[config.mk]
export PLATFORM = sky130hd
export DESIGN_NAME = clipped_patch_compositor_unit
export DESIGN_NICKNAME = d
export VERILOG_FILES = /design/src/design/cpc_pkg.sv /design/src/design/clipped_patch_compositor_unit.sv /design/src/design/cpc_raster_counter.sv /design/src/design/cpc_pixel_eval.sv
export SDC_FILE = /design/constraint.sdc
export NUM_CORES = 2
export LEC_CHECK = 0
export BUFFER_PORTS_ARGS = -buffer_cell sky130_fd_sc_hd__buf_2
export CAP_MARGIN = 40
export CORE_AREA = 4 4 221 439
export CTS_CLUSTER_SIZE = 14
export DETAILED_ROUTE_END_ITERATION = 10
export DIE_AREA = 0 0 225 443
export GPL_ROUTABILITY_DRIVEN = 0
export PLACE_DENSITY = 0.76
export SETUP_SLACK_MARGIN = 0.02
export SYNTH_ARGS = -nofsm -noshare
export SYNTH_HDL_FRONTEND = slang
export SYNTH_HIERARCHICAL = 1
export SYNTH_SLANG_ARGS = --single-unit
export TNS_END_PERCENT = 20
[constraint.sdc]
create_clock -name clock -period 27.7 [get_ports clock]
set_input_delay 0 -clock clock [delete_from_list [all_inputs] [get_ports clock]]
set_output_delay 0 -clock clock [all_outputs]
set_load 0.01 [all_outputs]
[src/design/cpc_pkg.sv]
// shared types, constants and helpers for the clipped patch compositor
package cpc_pkg;

   // default sizing for the top level parameters
   localparam int MAX_IMAGE_WIDTH_DEF = 4096;
   localparam int MAX_PATCH_SIDE_DEF  = 256;

   // field widths
   localparam int MODE_W     = 2;
   localparam int PIX_W      = 32;
   localparam int IMG_W_W    = 13;
   localparam int ROW_W      = 16;
   localparam int SIDE_W     = 9;
   localparam int ANCHOR_W   = 16;
   localparam int X_W        = 12;
   localparam int Y_W        = 16;
   localparam int CSR_IDX_W  = 3;
   localparam int CSR_DATA_W = 16;

   // signed working width for image coordinates
   localparam int GEO_W = 20;

   // transaction modes
   localparam logic [MODE_W-1:0] MODE_BLANK = 2'd0;
   localparam logic [MODE_W-1:0] MODE_PASTE = 2'd1;
   localparam logic [MODE_W-1:0] MODE_ADD   = 2'd2;

   // blank marker, most negative Q16.16 value
   localparam logic [PIX_W-1:0] BLANK_MARK = 32'h8000_0000;

   // register indexes
   localparam logic [CSR_IDX_W-1:0] CSR_IMAGE_WIDTH   = 3'd0;
   localparam logic [CSR_IDX_W-1:0] CSR_FIRST_ROW     = 3'd1;
   localparam logic [CSR_IDX_W-1:0] CSR_END_ROW       = 3'd2;
   localparam logic [CSR_IDX_W-1:0] CSR_BLANK_END_ROW = 3'd3;
   localparam logic [CSR_IDX_W-1:0] CSR_PATCH_WIDTH   = 3'd4;
   localparam logic [CSR_IDX_W-1:0] CSR_PATCH_HEIGHT  = 3'd5;
   localparam logic [CSR_IDX_W-1:0] CSR_ANCHOR_X      = 3'd6;
   localparam logic [CSR_IDX_W-1:0] CSR_ANCHOR_Y      = 3'd7;

   // register file contents as seen by the evaluation logic
   typedef struct packed {
      logic [ROW_W-1:0]           first_row;
      logic [ROW_W-1:0]           end_row;
      logic [ROW_W-1:0]           blank_end_row;
      logic signed [ANCHOR_W-1:0] anchor_x;
      logic signed [ANCHOR_W-1:0] anchor_y;
   } cfg_type;

   // one result transaction
   typedef struct packed {
      logic                    write_enable;
      logic                    accumulate;
      logic [X_W-1:0]          pixel_x;
      logic [Y_W-1:0]          pixel_y;
      logic signed [PIX_W-1:0] pixel_value;
      logic                    patch_done;
   } result_type;

   // effective patch side: zero acts as one, large values cap at max_side
   function automatic logic [SIDE_W-1:0] clamp_side(input logic [SIDE_W-1:0] v,
                                                    input int unsigned max_side);
      logic [SIDE_W-1:0] r;
      r = v;
      if (v == '0)
         r = SIDE_W'(1);
      else if (32'(v) > max_side)
         r = SIDE_W'(max_side);
      return r;
   endfunction

endpackage

[src/design/clipped_patch_compositor_unit.sv]
// clipped patch compositor: registers, raster counter, two stage pipeline
// Each transaction is registered in the input stage and then in the result register.
// Throughput: one pixel transaction per cycle unless rsp_stall holds the result.
// req_stall rises only while both the input stage and the result register are full
// and rsp_stall holds the result. Reset is synchronous: it empties the pipeline,
// clears the patch counters and loads the register defaults.
module clipped_patch_compositor_unit #(
   parameter int MAX_IMAGE_WIDTH = cpc_pkg::MAX_IMAGE_WIDTH_DEF,
   parameter int MAX_PATCH_SIDE  = cpc_pkg::MAX_PATCH_SIDE_DEF
) (
   input  logic                               clock,
   input  logic                               reset,
   // configuration
   input  logic                               csr_write,
   input  logic [cpc_pkg::CSR_IDX_W-1:0]      csr_index,
   input  logic [cpc_pkg::CSR_DATA_W-1:0]     csr_data,
   // pixel transactions in
   input  logic                               req_valid,
   output logic                               req_stall,
   input  logic [cpc_pkg::MODE_W-1:0]         req_mode,
   input  logic signed [cpc_pkg::PIX_W-1:0]   req_patch_pixel,
   input  logic signed [cpc_pkg::PIX_W-1:0]   req_fill_or_gain,
   // image update transactions out
   output logic                               rsp_valid,
   input  logic                               rsp_stall,
   output logic                               rsp_write_enable,
   output logic                               rsp_accumulate,
   output logic [cpc_pkg::X_W-1:0]            rsp_pixel_x,
   output logic [cpc_pkg::Y_W-1:0]            rsp_pixel_y,
   output logic signed [cpc_pkg::PIX_W-1:0]   rsp_pixel_value,
   output logic                               rsp_patch_done
);

   localparam int CNT_W = $clog2(MAX_PATCH_SIDE);

   // configuration registers
   logic [cpc_pkg::IMG_W_W-1:0]          image_width_ff;
   logic [cpc_pkg::SIDE_W-1:0]           patch_width_ff, patch_height_ff;
   cpc_pkg::cfg_type                     cfg_ff;

   always_ff @(posedge clock) begin
      if (reset) begin
         image_width_ff       <= cpc_pkg::IMG_W_W'(4096);
         patch_width_ff       <= cpc_pkg::SIDE_W'(1);
         patch_height_ff      <= cpc_pkg::SIDE_W'(1);
         cfg_ff.first_row     <= '0;
         cfg_ff.end_row       <= '1;
         cfg_ff.blank_end_row <= '1;
         cfg_ff.anchor_x      <= '0;
         cfg_ff.anchor_y      <= '0;
      end else if (csr_write) begin
         case (csr_index)
            cpc_pkg::CSR_IMAGE_WIDTH:   image_width_ff <= csr_data[cpc_pkg::IMG_W_W-1:0];
            cpc_pkg::CSR_FIRST_ROW:     cfg_ff.first_row <= csr_data;
            cpc_pkg::CSR_END_ROW:       cfg_ff.end_row <= csr_data;
            cpc_pkg::CSR_BLANK_END_ROW: cfg_ff.blank_end_row <= csr_data;
            cpc_pkg::CSR_PATCH_WIDTH:   patch_width_ff <= csr_data[cpc_pkg::SIDE_W-1:0];
            cpc_pkg::CSR_PATCH_HEIGHT:  patch_height_ff <= csr_data[cpc_pkg::SIDE_W-1:0];
            cpc_pkg::CSR_ANCHOR_X:      cfg_ff.anchor_x <= csr_data;
            cpc_pkg::CSR_ANCHOR_Y:      cfg_ff.anchor_y <= csr_data;
            default: ;
         endcase
      end
   end

   // effective image width and patch sides
   logic [cpc_pkg::IMG_W_W-1:0] image_width_eff;
   logic [cpc_pkg::SIDE_W-1:0]  side_w, side_h;

   assign image_width_eff = (32'(image_width_ff) > MAX_IMAGE_WIDTH) ?
                            cpc_pkg::IMG_W_W'(MAX_IMAGE_WIDTH) : image_width_ff;
   assign side_w = cpc_pkg::clamp_side(patch_width_ff, MAX_PATCH_SIDE);
   assign side_h = cpc_pkg::clamp_side(patch_height_ff, MAX_PATCH_SIDE);

   // pipeline handshake
   logic s1_valid_ff, s1_valid_in;
   logic rsp_valid_ff, rsp_valid_in;
   logic out_free, s1_move, req_take;

   assign out_free     = !rsp_valid_ff || !rsp_stall;
   assign s1_move      = s1_valid_ff && out_free;
   assign req_stall    = s1_valid_ff && !out_free;
   assign req_take     = req_valid && !req_stall;
   assign s1_valid_in  = req_take || (s1_valid_ff && !s1_move);
   assign rsp_valid_in = s1_move || (rsp_valid_ff && rsp_stall);

   always_ff @(posedge clock) begin
      if (reset) begin
         s1_valid_ff  <= 1'b0;
         rsp_valid_ff <= 1'b0;
      end else begin
         s1_valid_ff  <= s1_valid_in;
         rsp_valid_ff <= rsp_valid_in;
      end
   end

   // patch position counters advance on each accepted transaction
   logic [CNT_W-1:0] cnt_column, cnt_row;
   logic             cnt_done;

   cpc_raster_counter #(
      .MAX_PATCH_SIDE(MAX_PATCH_SIDE)
   ) u_counter (
      .clock  (clock),
      .reset  (reset),
      .advance(req_take),
      .side_w (side_w),
      .side_h (side_h),
      .column (cnt_column),
      .row    (cnt_row),
      .done   (cnt_done)
   );

   // input stage
   logic [cpc_pkg::MODE_W-1:0]       s1_mode_ff;
   logic signed [cpc_pkg::PIX_W-1:0] s1_pixel_ff, s1_fg_ff;
   logic [CNT_W-1:0]                 s1_column_ff, s1_row_ff;
   logic                             s1_done_ff;

   always_ff @(posedge clock) begin
      if (req_take) begin
         s1_mode_ff   <= req_mode;
         s1_pixel_ff  <= req_patch_pixel;
         s1_fg_ff     <= req_fill_or_gain;
         s1_column_ff <= cnt_column;
         s1_row_ff    <= cnt_row;
         s1_done_ff   <= cnt_done;
      end
   end

   // evaluation between input stage and result register
   cpc_pkg::result_type eval_result;

   cpc_pixel_eval #(
      .MAX_PATCH_SIDE(MAX_PATCH_SIDE)
   ) u_eval (
      .cfg         (cfg_ff),
      .image_width (image_width_eff),
      .side_w      (side_w),
      .side_h      (side_h),
      .mode        (s1_mode_ff),
      .patch_pixel (s1_pixel_ff),
      .fill_or_gain(s1_fg_ff),
      .column      (s1_column_ff),
      .row         (s1_row_ff),
      .done        (s1_done_ff),
      .result      (eval_result)
   );

   // result register
   cpc_pkg::result_type rsp_ff;

   always_ff @(posedge clock) begin
      if (s1_move)
         rsp_ff <= eval_result;
   end

   assign rsp_valid        = rsp_valid_ff;
   assign rsp_write_enable = rsp_ff.write_enable;
   assign rsp_accumulate   = rsp_ff.accumulate;
   assign rsp_pixel_x      = rsp_ff.pixel_x;
   assign rsp_pixel_y      = rsp_ff.pixel_y;
   assign rsp_pixel_value  = rsp_ff.pixel_value;
   assign rsp_patch_done   = rsp_ff.patch_done;

   // accumulate only accompanies a write
   assert property (@(posedge clock) disable iff (reset)
      rsp_valid_ff && rsp_accumulate |-> rsp_write_enable)
      else $error("accumulate without write enable");

   // a result without a write carries zero position and value fields
   assert property (@(posedge clock) disable iff (reset)
      rsp_valid_ff && !rsp_write_enable |->
         rsp_pixel_x == '0 && rsp_pixel_y == '0 && rsp_pixel_value == '0)
      else $error("non-write result carries data");

   // input is held off only when both stages are full and the output is held
   assert property (@(posedge clock) disable iff (reset)
      req_stall |-> s1_valid_ff && rsp_valid_ff && rsp_stall)
      else $error("input stalled with room in the pipeline");

   // a blocked input stage keeps its transaction
   assert property (@(posedge clock) disable iff (reset)
      s1_valid_ff && !out_free |=> s1_valid_ff && rsp_valid_ff)
      else $error("pipeline dropped a transaction");

endmodule

[src/design/cpc_raster_counter.sv]
// column and row position of the incoming patch pixel, with end of patch flag
module cpc_raster_counter #(
   parameter int MAX_PATCH_SIDE = cpc_pkg::MAX_PATCH_SIDE_DEF
) (
   input  logic                             clock,
   input  logic                             reset,
   input  logic                             advance,
   input  logic [cpc_pkg::SIDE_W-1:0]       side_w,
   input  logic [cpc_pkg::SIDE_W-1:0]       side_h,
   output logic [$clog2(MAX_PATCH_SIDE)-1:0] column,
   output logic [$clog2(MAX_PATCH_SIDE)-1:0] row,
   output logic                             done
);

   localparam int CNT_W = $clog2(MAX_PATCH_SIDE);
   localparam int CMP_W = ((CNT_W > cpc_pkg::SIDE_W) ? CNT_W : cpc_pkg::SIDE_W) + 1;

   logic [CNT_W-1:0] column_ff, column_in;
   logic [CNT_W-1:0] row_ff, row_in;
   logic             col_wrap;
   logic             row_wrap;

   // wrap tests on the current position
   assign col_wrap = (CMP_W'(column_ff) + CMP_W'(1)) >= CMP_W'(side_w);
   assign row_wrap = (CMP_W'(row_ff) + CMP_W'(1)) >= CMP_W'(side_h);

   // next position
   always_comb begin
      column_in = column_ff;
      row_in    = row_ff;
      if (advance) begin
         if (col_wrap) begin
            column_in = '0;
            if (row_wrap)
               row_in = '0;
            else
               row_in = row_ff + CNT_W'(1);
         end else begin
            column_in = column_ff + CNT_W'(1);
         end
      end
   end

   always_ff @(posedge clock) begin
      if (reset) begin
         column_ff <= '0;
         row_ff    <= '0;
      end else begin
         column_ff <= column_in;
         row_ff    <= row_in;
      end
   end

   assign column = column_ff;
   assign row    = row_ff;
   assign done   = col_wrap && row_wrap;

endmodule

[src/design/cpc_pixel_eval.sv]
// placement, clipping and value selection for one patch pixel
module cpc_pixel_eval #(
   parameter int MAX_PATCH_SIDE = cpc_pkg::MAX_PATCH_SIDE_DEF
) (
   input  cpc_pkg::cfg_type                   cfg,
   input  logic [cpc_pkg::IMG_W_W-1:0]        image_width,
   input  logic [cpc_pkg::SIDE_W-1:0]         side_w,
   input  logic [cpc_pkg::SIDE_W-1:0]         side_h,
   input  logic [cpc_pkg::MODE_W-1:0]         mode,
   input  logic signed [cpc_pkg::PIX_W-1:0]   patch_pixel,
   input  logic signed [cpc_pkg::PIX_W-1:0]   fill_or_gain,
   input  logic [$clog2(MAX_PATCH_SIDE)-1:0]  column,
   input  logic [$clog2(MAX_PATCH_SIDE)-1:0]  row,
   input  logic                               done,
   output cpc_pkg::result_type                result
);

   localparam int CNT_W = $clog2(MAX_PATCH_SIDE);
   localparam int GW    = cpc_pkg::GEO_W;
   localparam int PW    = cpc_pkg::PIX_W;
   localparam int SW    = cpc_pkg::SIDE_W;

   logic signed [GW-1:0]   ax, ay, half_w, half_h, w_s, h_s;
   logic signed [GW-1:0]   x0, y0, x, y;
   logic signed [GW-1:0]   iw_s, first_s, end_s, bound_s;
   logic                   is_add, is_blank;
   logic                   in_x, in_y, outside, marker, we;
   logic signed [2*PW-1:0] prod;
   logic signed [2*PW-17:0] shifted;
   logic [PW-1:0]          scaled;
   logic [PW-1:0]          value;

   // operands widened to the coordinate width
   always_comb begin
      ax      = {{(GW-cpc_pkg::ANCHOR_W){cfg.anchor_x[cpc_pkg::ANCHOR_W-1]}}, cfg.anchor_x};
      ay      = {{(GW-cpc_pkg::ANCHOR_W){cfg.anchor_y[cpc_pkg::ANCHOR_W-1]}}, cfg.anchor_y};
      half_w  = {{(GW-SW+1){1'b0}}, side_w[SW-1:1]};
      half_h  = {{(GW-SW+1){1'b0}}, side_h[SW-1:1]};
      w_s     = {{(GW-SW){1'b0}}, side_w};
      h_s     = {{(GW-SW){1'b0}}, side_h};
      iw_s    = {{(GW-cpc_pkg::IMG_W_W){1'b0}}, image_width};
      first_s = {{(GW-cpc_pkg::ROW_W){1'b0}}, cfg.first_row};
      end_s   = {{(GW-cpc_pkg::ROW_W){1'b0}}, cfg.end_row};
   end

   assign is_blank = (mode == cpc_pkg::MODE_BLANK);
   assign is_add   = (mode == cpc_pkg::MODE_ADD);

   // patch origin: top left corner, or centred on the anchor when adding
   always_comb begin
      if (is_add) begin
         x0 = ax - half_w;
         y0 = ay - half_h;
      end else begin
         x0 = ax;
         y0 = ay;
      end
      x = x0 + {{(GW-CNT_W){1'b0}}, column};
      y = y0 + {{(GW-CNT_W){1'b0}}, row};
      if (is_blank)
         bound_s = {{(GW-cpc_pkg::ROW_W){1'b0}}, cfg.blank_end_row};
      else
         bound_s = end_s;
   end

   // clip tests
   assign in_x    = (x >= 0) && (x < iw_s);
   assign in_y    = (y >= first_s) && (y < bound_s);
   assign outside = ((x0 + w_s) < 0) || (x0 >= iw_s) ||
                    ((y0 + h_s) < first_s) || (y0 >= end_s);
   assign marker  = (patch_pixel == cpc_pkg::BLANK_MARK);

   // gain times pixel, floor to Q16.16, saturate
   always_comb begin
      prod    = 64'(fill_or_gain) * 64'(patch_pixel);
      shifted = prod[2*PW-1:16];
      if (shifted[2*PW-17:PW-1] == '0 || shifted[2*PW-17:PW-1] == '1)
         scaled = shifted[PW-1:0];
      else if (shifted[2*PW-17])
         scaled = {1'b1, {(PW-1){1'b0}}};
      else
         scaled = {1'b0, {(PW-1){1'b1}}};
   end

   // write decision and value per mode
   always_comb begin
      we    = 1'b0;
      value = '0;
      case (mode)
         cpc_pkg::MODE_BLANK: begin
            we    = in_x && in_y && !outside && !marker;
            value = fill_or_gain;
         end
         cpc_pkg::MODE_PASTE: begin
            we    = in_x && in_y && !outside && !marker;
            value = patch_pixel;
         end
         cpc_pkg::MODE_ADD: begin
            we    = in_x && in_y;
            value = scaled;
         end
         default: begin
            we    = 1'b0;
            value = '0;
         end
      endcase
   end

   // position and value fields read as zero when nothing is written
   always_comb begin
      result.write_enable = we;
      result.accumulate   = we && is_add;
      result.pixel_x      = we ? x[cpc_pkg::X_W-1:0] : '0;
      result.pixel_y      = we ? y[cpc_pkg::Y_W-1:0] : '0;
      result.pixel_value  = we ? value : '0;
      result.patch_done   = done;
   end

endmodule
* Word level (Yosys, flattened, before mapping) *
Index checks and enable logic that the tools add are counted.

storage, ports and cells
  bits in registers = 275
  input bits = 90
  word-level logic and storage cells = 114

operators by class
  add/subtract/negate cells = 10
  multipliers = 1
  order comparisons = 13
  eq/ne operators = 11
  muxes and demuxes = 14
  reduce and logical (&&, ||, !) cells = 41

operators by type and width
  kind                  count
  $pmux 32 s3           1
  $mul 32x32->64        1
  $mux 32               2
  $add 20x8->20         2
  $ge 20x17->1          2
  $lt 20x17->1          2
  $mux 20               2
  $mux 9                4
  $sub 16x9->17         2
  $eq 32x32->1 const B  1
  $lt 32x1->1 const B   1
  $add 20x10->21        1
  $add 20x10->20        1
  $ge 10x9->1           2
  $ge 20x1->1 const B   1
  $ge 20x14->1          1
  $lt 20x14->1          1
  $add 8x1->9 const B   2
  $gt 9x9->1 const B    2
  $logic_not 9->1       2
  $reduce_and 2->1      9
  $eq 17x17->1 const B  1
  $logic_not 17->1      1
  $add 8x1->8 const B   2
  other kinds (16)      44

* Logic depth before layout (Yosys ltp) *
  depth after elaboration = 15
  gate-level depth with buffers = 33

* Cells and area by module *
Netlist, hierarchy kept.

modules (own cells, without submodules)
  module                         times used  cells each  area an instance (µm²)
  cpc_pixel_eval                 1           4,762       42,479.5
  clipped_patch_compositor_unit  1           602         9,102.5
  cpc_raster_counter             1           187         1,417.6

* Worst setup path before layout *
OpenSTA, ideal clock, no wires.

  kind = register to register
  start = register s1_pixel_ff[2] (netlist name)
  end = register rsp_ff (netlist bit rsp_pixel_value[28]), data pin
  arrival = 8,939 ps
  required time = 27,430 ps
  path slack = 18,491 ps
  stages on the path, launching flop included = 27
  buffers on the path = 4
  cells stage by stage = edfxtp_1 clkbuf_1 clkbuf_1 nand2_1 inv_1 fa_1 fa_1 fa_1 inv_1 fa_1 inv_1 fa_1 fa_1 fa_1 fa_1 ha_1 clkbuf_1 nand4_1 nor3_1 nand3_1 o311ai_4 xor2_1 or4b_2 nor4_1 a311o_1 buf_2 a31oi_1

between the ends
  cells in the longest elaborated chain, start to end = 5
  elaborated cells on any way between the ends = 11

ends and longest elaborated chain
  item                                                     RTL line                              text
  start, declared                                          clipped_patch_compositor_unit.sv:116  logic signed [cpc_pkg::PIX_W-1:0] s1_pixel_ff, s1_fg_ff;
  start signal, assigned                                   clipped_patch_compositor_unit.sv:123  s1_pixel_ff <= req_patch_pixel;
  $mul 32x32->64                                           cpc_pixel_eval.sv:75                  prod = 64'(fill_or_gain) * 64'(patch_pixel);
  $eq 17x17->1 / $logic_not 17->1 (equally long branches)  cpc_pixel_eval.sv:77                  if (shifted[2*PW-17:PW-1] == '0 || shifted[2*PW-17:PW-1] == '1)
  $logic_or 1x1->1                                         cpc_pixel_eval.sv:77
  $mux 32                                                  cpc_pixel_eval.sv:77
  $pmux 32 s3                                              cpc_pixel_eval.sv:89                  case (mode)
  end signal, assigned                                     clipped_patch_compositor_unit.sv:155  rsp_ff <= eval_result;
  end, declared                                            clipped_patch_compositor_unit.sv:151  cpc_pkg::result_type rsp_ff;

Parallel ways exist; a longest one is shown, timed or not.
A chain may end at the register's enable or synchronous reset.

* Worst setup path after layout *
  start = register s1_pixel_ff[3] (netlist name)
  end = register rsp_ff (netlist bit rsp_pixel_value[14]), data pin

The elaborated chain is that of the path after synthesis.

==> report_table.html <==
<table>
<tr><th>Metric</th><th>Value</th></tr>
<tr><th colspan="2">Outcome</th></tr>
<tr><td>Run status</td><td>complete, no violations</td></tr>
<tr><th colspan="2">Timing</th></tr>
<tr><td>Final hold slack</td><td>92.8 ps</td></tr>
<tr><td>Worst-margin pin slew</td><td>between 900 and 1000 ps</td></tr>
<tr><td>RSZ-0062 raised after global routing</td><td>no</td></tr>
<tr><td>Fin Setup TNS</td><td>0 ps</td></tr>
<tr><td>Achievable Freq</td><td>about 95 MHz</td></tr>
<tr><td>Final Setup Violations</td><td>0</td></tr>
<tr><td>Minimum period implied by the final worst setup slack</td><td>~11000 ps</td></tr>
<tr><td>Worst setup skew after layout</td><td>between 20 and 25 ps</td></tr>
<tr><td>Final-report max-slew violation count</td><td>0</td></tr>
<tr><td>Crit share post-route</td><td>between 30% and 40%</td></tr>
<tr><td>Max_slew headroom</td><td>34.1%</td></tr>
<tr><td>Number of endpoints with negative hold slack in the final report</td><td>0</td></tr>
<tr><th colspan="2">Worst setup path</th></tr>
<tr><td>Flop-to-flop setup slack</td><td>roughly 17000 ps</td></tr>
<tr><td>Endpoint required time on the critical path</td><td>28030 ps</td></tr>
<tr><td>Launch point of the worst path</td><td>s1_pixel_ff[3]</td></tr>
<tr><td>Data arrival at the endpoint of the critical path</td><td>around 11000 ps</td></tr>
<tr><td>CP max-delay cell</td><td>fa_1</td></tr>
<tr><td>Kind of end point of the critical path</td><td>flop</td></tr>
<tr><td>Depth of the critical timing path with buffers and inverters included</td><td>25</td></tr>
<tr><td>RR Startpoint</td><td>s1_pixel_ff[3]</td></tr>
<tr><td>Most common cell on crit path</td><td>fa_1</td></tr>
<tr><td>Critical path launch point type</td><td>flop</td></tr>
<tr><td>Count of cells along the worst register-to-register path</td><td>25</td></tr>
<tr><td>Delay of the slowest critical-path stage</td><td>just over 900 ps</td></tr>
<tr><td>Category of the most critical setup path</td><td>flop to flop</td></tr>
<tr><td>Buffers and inverters on the worst path</td><td>6</td></tr>
<tr><td>Critical path destination</td><td>rsp_pixel_value[14]</td></tr>
<tr><td>Max FO, Critical Path</td><td>34</td></tr>
<tr><td>Cell family contributing the most delay on the critical path</td><td>adder cells</td></tr>
<tr><td>Reg2Reg Capture Point</td><td>rsp_pixel_value[14]</td></tr>
<tr><th colspan="2">Routing</th></tr>
<tr><td>Detailed Route Iter0 Violations</td><td>2464</td></tr>
<tr><td>Vias after detailed routing</td><td>between 40000 and 50000</td></tr>
<tr><td>First-pass detailed-route iteration total</td><td>6</td></tr>
<tr><td>Number of DRC violations after detailed routing</td><td>0</td></tr>
<tr><td>ANT nets after route</td><td>0</td></tr>
<tr><td>Avg Vias per Cell</td><td>approximately 6</td></tr>
<tr><td>Wirelength, routed</td><td>roughly 160 mm</td></tr>
<tr><td>Average wire per standard cell</td><td>23.1 um</td></tr>
<tr><th colspan="2">Cells and area</th></tr>
<tr><td>Growth of design area from synthesis to finish</td><td>6.81%</td></tr>
<tr><td>NumNets Final</td><td>approximately 7100</td></tr>
<tr><td>Proportion of layout cells with a drive suffix above 1</td><td>under 10%</td></tr>
<tr><td>Post-route core utilization</td><td>between 60% and 70%</td></tr>
<tr><td>Number of filler instances in the final layout</td><td>between 7000 and 8000</td></tr>
<tr><th colspan="2">Global routing</th></tr>
<tr><td>Overflow after GRT</td><td>0</td></tr>
<tr><td>Pin count of the biggest net entering global routing</td><td>83</td></tr>
<tr><td>Global-route usage over all layers</td><td>between 30 and 40%</td></tr>
<tr><td>Vias in the first global route</td><td>46477</td></tr>
<tr><td>Global-route wire length before repair</td><td>250 mm</td></tr>
<tr><td>Number of antenna violations at the first check in global routing</td><td>4</td></tr>
<tr><th colspan="2">Clock network</th></tr>
<tr><td>CTS root buffer</td><td>clkbuf_16</td></tr>
<tr><td>H-tree depth</td><td>1</td></tr>
<tr><td>Clock tree from TritonCTS</td><td>yes</td></tr>
<tr><td>Number of sinks driven by the clock tree</td><td>~280</td></tr>
<tr><td>Clk Latency, worst-skew pair</td><td>between 600 and 700 ps</td></tr>
<tr><td>Clock transition at the registers of the reported paths</td><td>around 70 ps</td></tr>
<tr><td>Clock buffers created by TritonCTS</td><td>28</td></tr>
<tr><td>Buffers inserted by post-CTS timing repair</td><td>0</td></tr>
<tr><td>Maximum count of clock buffers along a single path</td><td>3</td></tr>
<tr><th colspan="2">Synthesis</th></tr>
<tr><td>Sequential cell area fraction in the yosys report</td><td>13.1%</td></tr>
<tr><td>Area share of the largest cell type after synthesis</td><td>a little over 40%</td></tr>
<tr><td>Synthesis-stage register bit count</td><td>around 280</td></tr>
<tr><td>Synthesized instance count</td><td>~5600</td></tr>
<tr><td>Async SR Flop Fraction</td><td>0%</td></tr>
<tr><td>Post-synthesis cell type count</td><td>between 90 and 100</td></tr>
<tr><td>Synthesized area divided by synthesized cell count</td><td>9.55 um2</td></tr>
<tr><td>Number of flops mapped to enable cells by yosys</td><td>~150</td></tr>
<tr><td>Top cells by area in the synthesized netlist</td><td>fa_1 (41%), edfxtp_1 (8.3%), ha_1 (7.9%), inv_1 (7.5%), and2_1 (6.0%)</td></tr>
<tr><td>Primary FF master, synth</td><td>edfxtp_1</td></tr>
<tr><td>Cell taking the most area after synthesis</td><td>fa_1</td></tr>
<tr><td>Cell Area, Synth</td><td>about 0.053 mm2</td></tr>
<tr><td>Total nets after synthesis</td><td>7063</td></tr>
<tr><td>Warnings from Yosys</td><td>6</td></tr>
<tr><th colspan="2">Floorplanning</th></tr>
<tr><td>Core outline area</td><td>around 0.094 mm2</td></tr>
<tr><td>Starting density of the core</td><td>roughly 57%</td></tr>
<tr><td>IO Pins</td><td>about 160</td></tr>
<tr><td>Horizontal extent of the die</td><td>225 um</td></tr>
<tr><td>Placement Rows</td><td>159</td></tr>
<tr><td>Full die area</td><td>approximately 0.1 mm2</td></tr>
<tr><td>Y dimension of the die</td><td>~440 um</td></tr>
<tr><th colspan="2">Placed design</th></tr>
<tr><td>Post-DP HPWL</td><td>123 mm</td></tr>
<tr><td>Number of input and output port buffers inserted</td><td>154</td></tr>
<tr><th colspan="2">Worst hold path</th></tr>
<tr><td>Hold Path Depth</td><td>2</td></tr>
<tr><td>Worst hold path type</td><td>input pin to flop</td></tr>
<tr><th colspan="2">Run</th></tr>
<tr><td>Max-cap check violation count</td><td>0</td></tr>
</table>
worst register-to-register path: stages (launching register included):
cell	delay [ps]
edfxtp_1	330
buf_4	430
and2_1	290
fa_1	480
fa_1	490
fa_1	890
inv_1	250
fa_1	910
inv_1	400
fa_1	570
fa_1	550
inv_1	50
fa_1	490
inv_1	60
fa_1	450
ha_1	450
nand2_1	150
nor3_1	580
nand3_1	230
o311ai_4	390
xor2_1	130
or4b_2	680
nor4_1	300
a311o_1	220
buf_4	330
a31oi_1	170
worst min path at each step:
stage | startpoint | end | slack (ps)
CTS | req_fill_or_gain[1] | s1_fg_ff[1] | 70
floorplan | req_fill_or_gain[0] | s1_fg_ff[0] | 100
detailed placement | req_fill_or_gain[27] | s1_fg_ff[27] | 180
global placement | req_patch_pixel[10] | s1_pixel_ff[10] | 180
global route | req_patch_pixel[8] | s1_pixel_ff[8] | 90
finish | req_patch_pixel[11] | s1_pixel_ff[11] | 90
cells in the mapped netlist (15+ instances only):
| cell | n |
|---|---|
| fa_1 | 1086 |
| inv_1 | 1061 |
| nand2_1 | 614 |
| and2_1 | 508 |
| ha_1 | 336 |
| clkbuf_1 | 248 |
| nor2_1 | 163 |
| mux2i_1 | 161 |
| edfxtp_1 | 146 |
| dfxtp_1 | 129 |
| nand2b_1 | 126 |
| a21oi_1 | 116 |
| o21ai_0 | 92 |
| xnor2_1 | 82 |
| nand3_1 | 68 |
| nor2b_1 | 67 |
| a21o_1 | 57 |
| a31oi_1 | 49 |
| xor2_1 | 40 |
| or2_2 | 37 |
| nand4_1 | 32 |
| buf_2 | 22 |
| nor3_1 | 22 |
| o21a_1 | 20 |
| a211oi_1 | 16 |
| nor4_1 | 16 |
| o21bai_1 | 16 |
| buf_4 | 15 |
cells by family (layout without fill, tap and decap cells):
family          Yosys count  after routing  share of synthesized area (%)
mux                     162            162                           3.06
flops                   275            275                           13.1
other cells               0              1                              0
simple gates           1723           1723                           16.8
xor+xnor                122            122                           2.02
compound gates          484            484                           6.08
fa+ha+maj              1422           1422                           49.0
buf+inv                1363           1448                           9.96
metrics by stage:
step / instance area, um2 / setup slack (ps) / std cells
final: 56600 / 17180 / 6844
after global routing: 56600 / 16670 / 6843
after CTS: 56600 / 17250 / 6842
after detailed placement: 54700 / 17300 / 6697
after global placement: 54600 / 17050 / 6692
after floorplan: 53000 / 18490 / 5551
layer usage:
layer | vias up | share of wire, % | track usage, % | wire, um
met5 | - | 0.021 | 0 | 33
met4 | 4 | 12 | 28.5 | 18500
met3 | 1010 | 7.4 | 6.42 | 11700
met2 | 2144 | 52 | 58.7 | 82400
met1 | 20404 | 29 | 30.4 | 45500
li1 | 17150 | - | - | -
layout make-up:
class,count,area (um2),area share [%]
multi-input cells,3913,40800,72.0
flip-flops and latches,275,6970,12.3
inverters,1061,3980,7.04
repair buffers,335,2400,4.23
well taps,1207,1510,2.67
clock buffers,35,737,1.30
clock inverters,17,230,0.407
diodes,1,2.50,0.00442
registers in the layout, indices dropped and copies added (netlist names):
signal	count
s1_fg_ff	32
s1_column_ff	8
s1_done_ff	1
rsp_pixel_x	12
u_counter/row	8
rsp_pixel_value	32
image_width_ff	13
patch_height_ff	9
s1_pixel_ff	32
patch_width_ff	9
rsp_patch_done	1
rsp_pixel_y	16
s1_valid_ff	1
s1_mode_ff	2
s1_row_ff	8
u_counter/column	8
rsp_write_enable	1
cfg_ff	80
rsp_valid	1
rsp_accumulate	1
cells in the final DEF, fill, tap and decap left out, types with 12 or more instances in the layout:
cell,instances
xnor2_1,82
nand2_1,614
nand2b_1,126
clkbuf_16,28
mux2i_1,161
ha_1,336
or4_1,12
dfxtp_1,129
o21ai_0,92
nand4_1,32
inv_1,1061
o21a_1,20
dlygate4sd3_1,93
edfxtp_1,146
nor3_1,21
a31oi_1,49
nor4_1,16
nand3_1,68
nor2_1,161
fa_1,1086
o21bai_1,16
buf_4,84
and2_1,508
a21oi_1,116
nor2b_1,66
a21o_1,57
buf_2,154
a211oi_1,16
xor2_1,40
or2_2,37
repair_timing:
item | in CTS | in global routing
gates resized for setup | 0 | 0
hold endpoints to repair | 137 | 0
hold buffers | 93 | 0
Power is left out: the tool's default activity adds up to more than one toggle a clock period on the data nets, which glitch-free logic cannot reach.
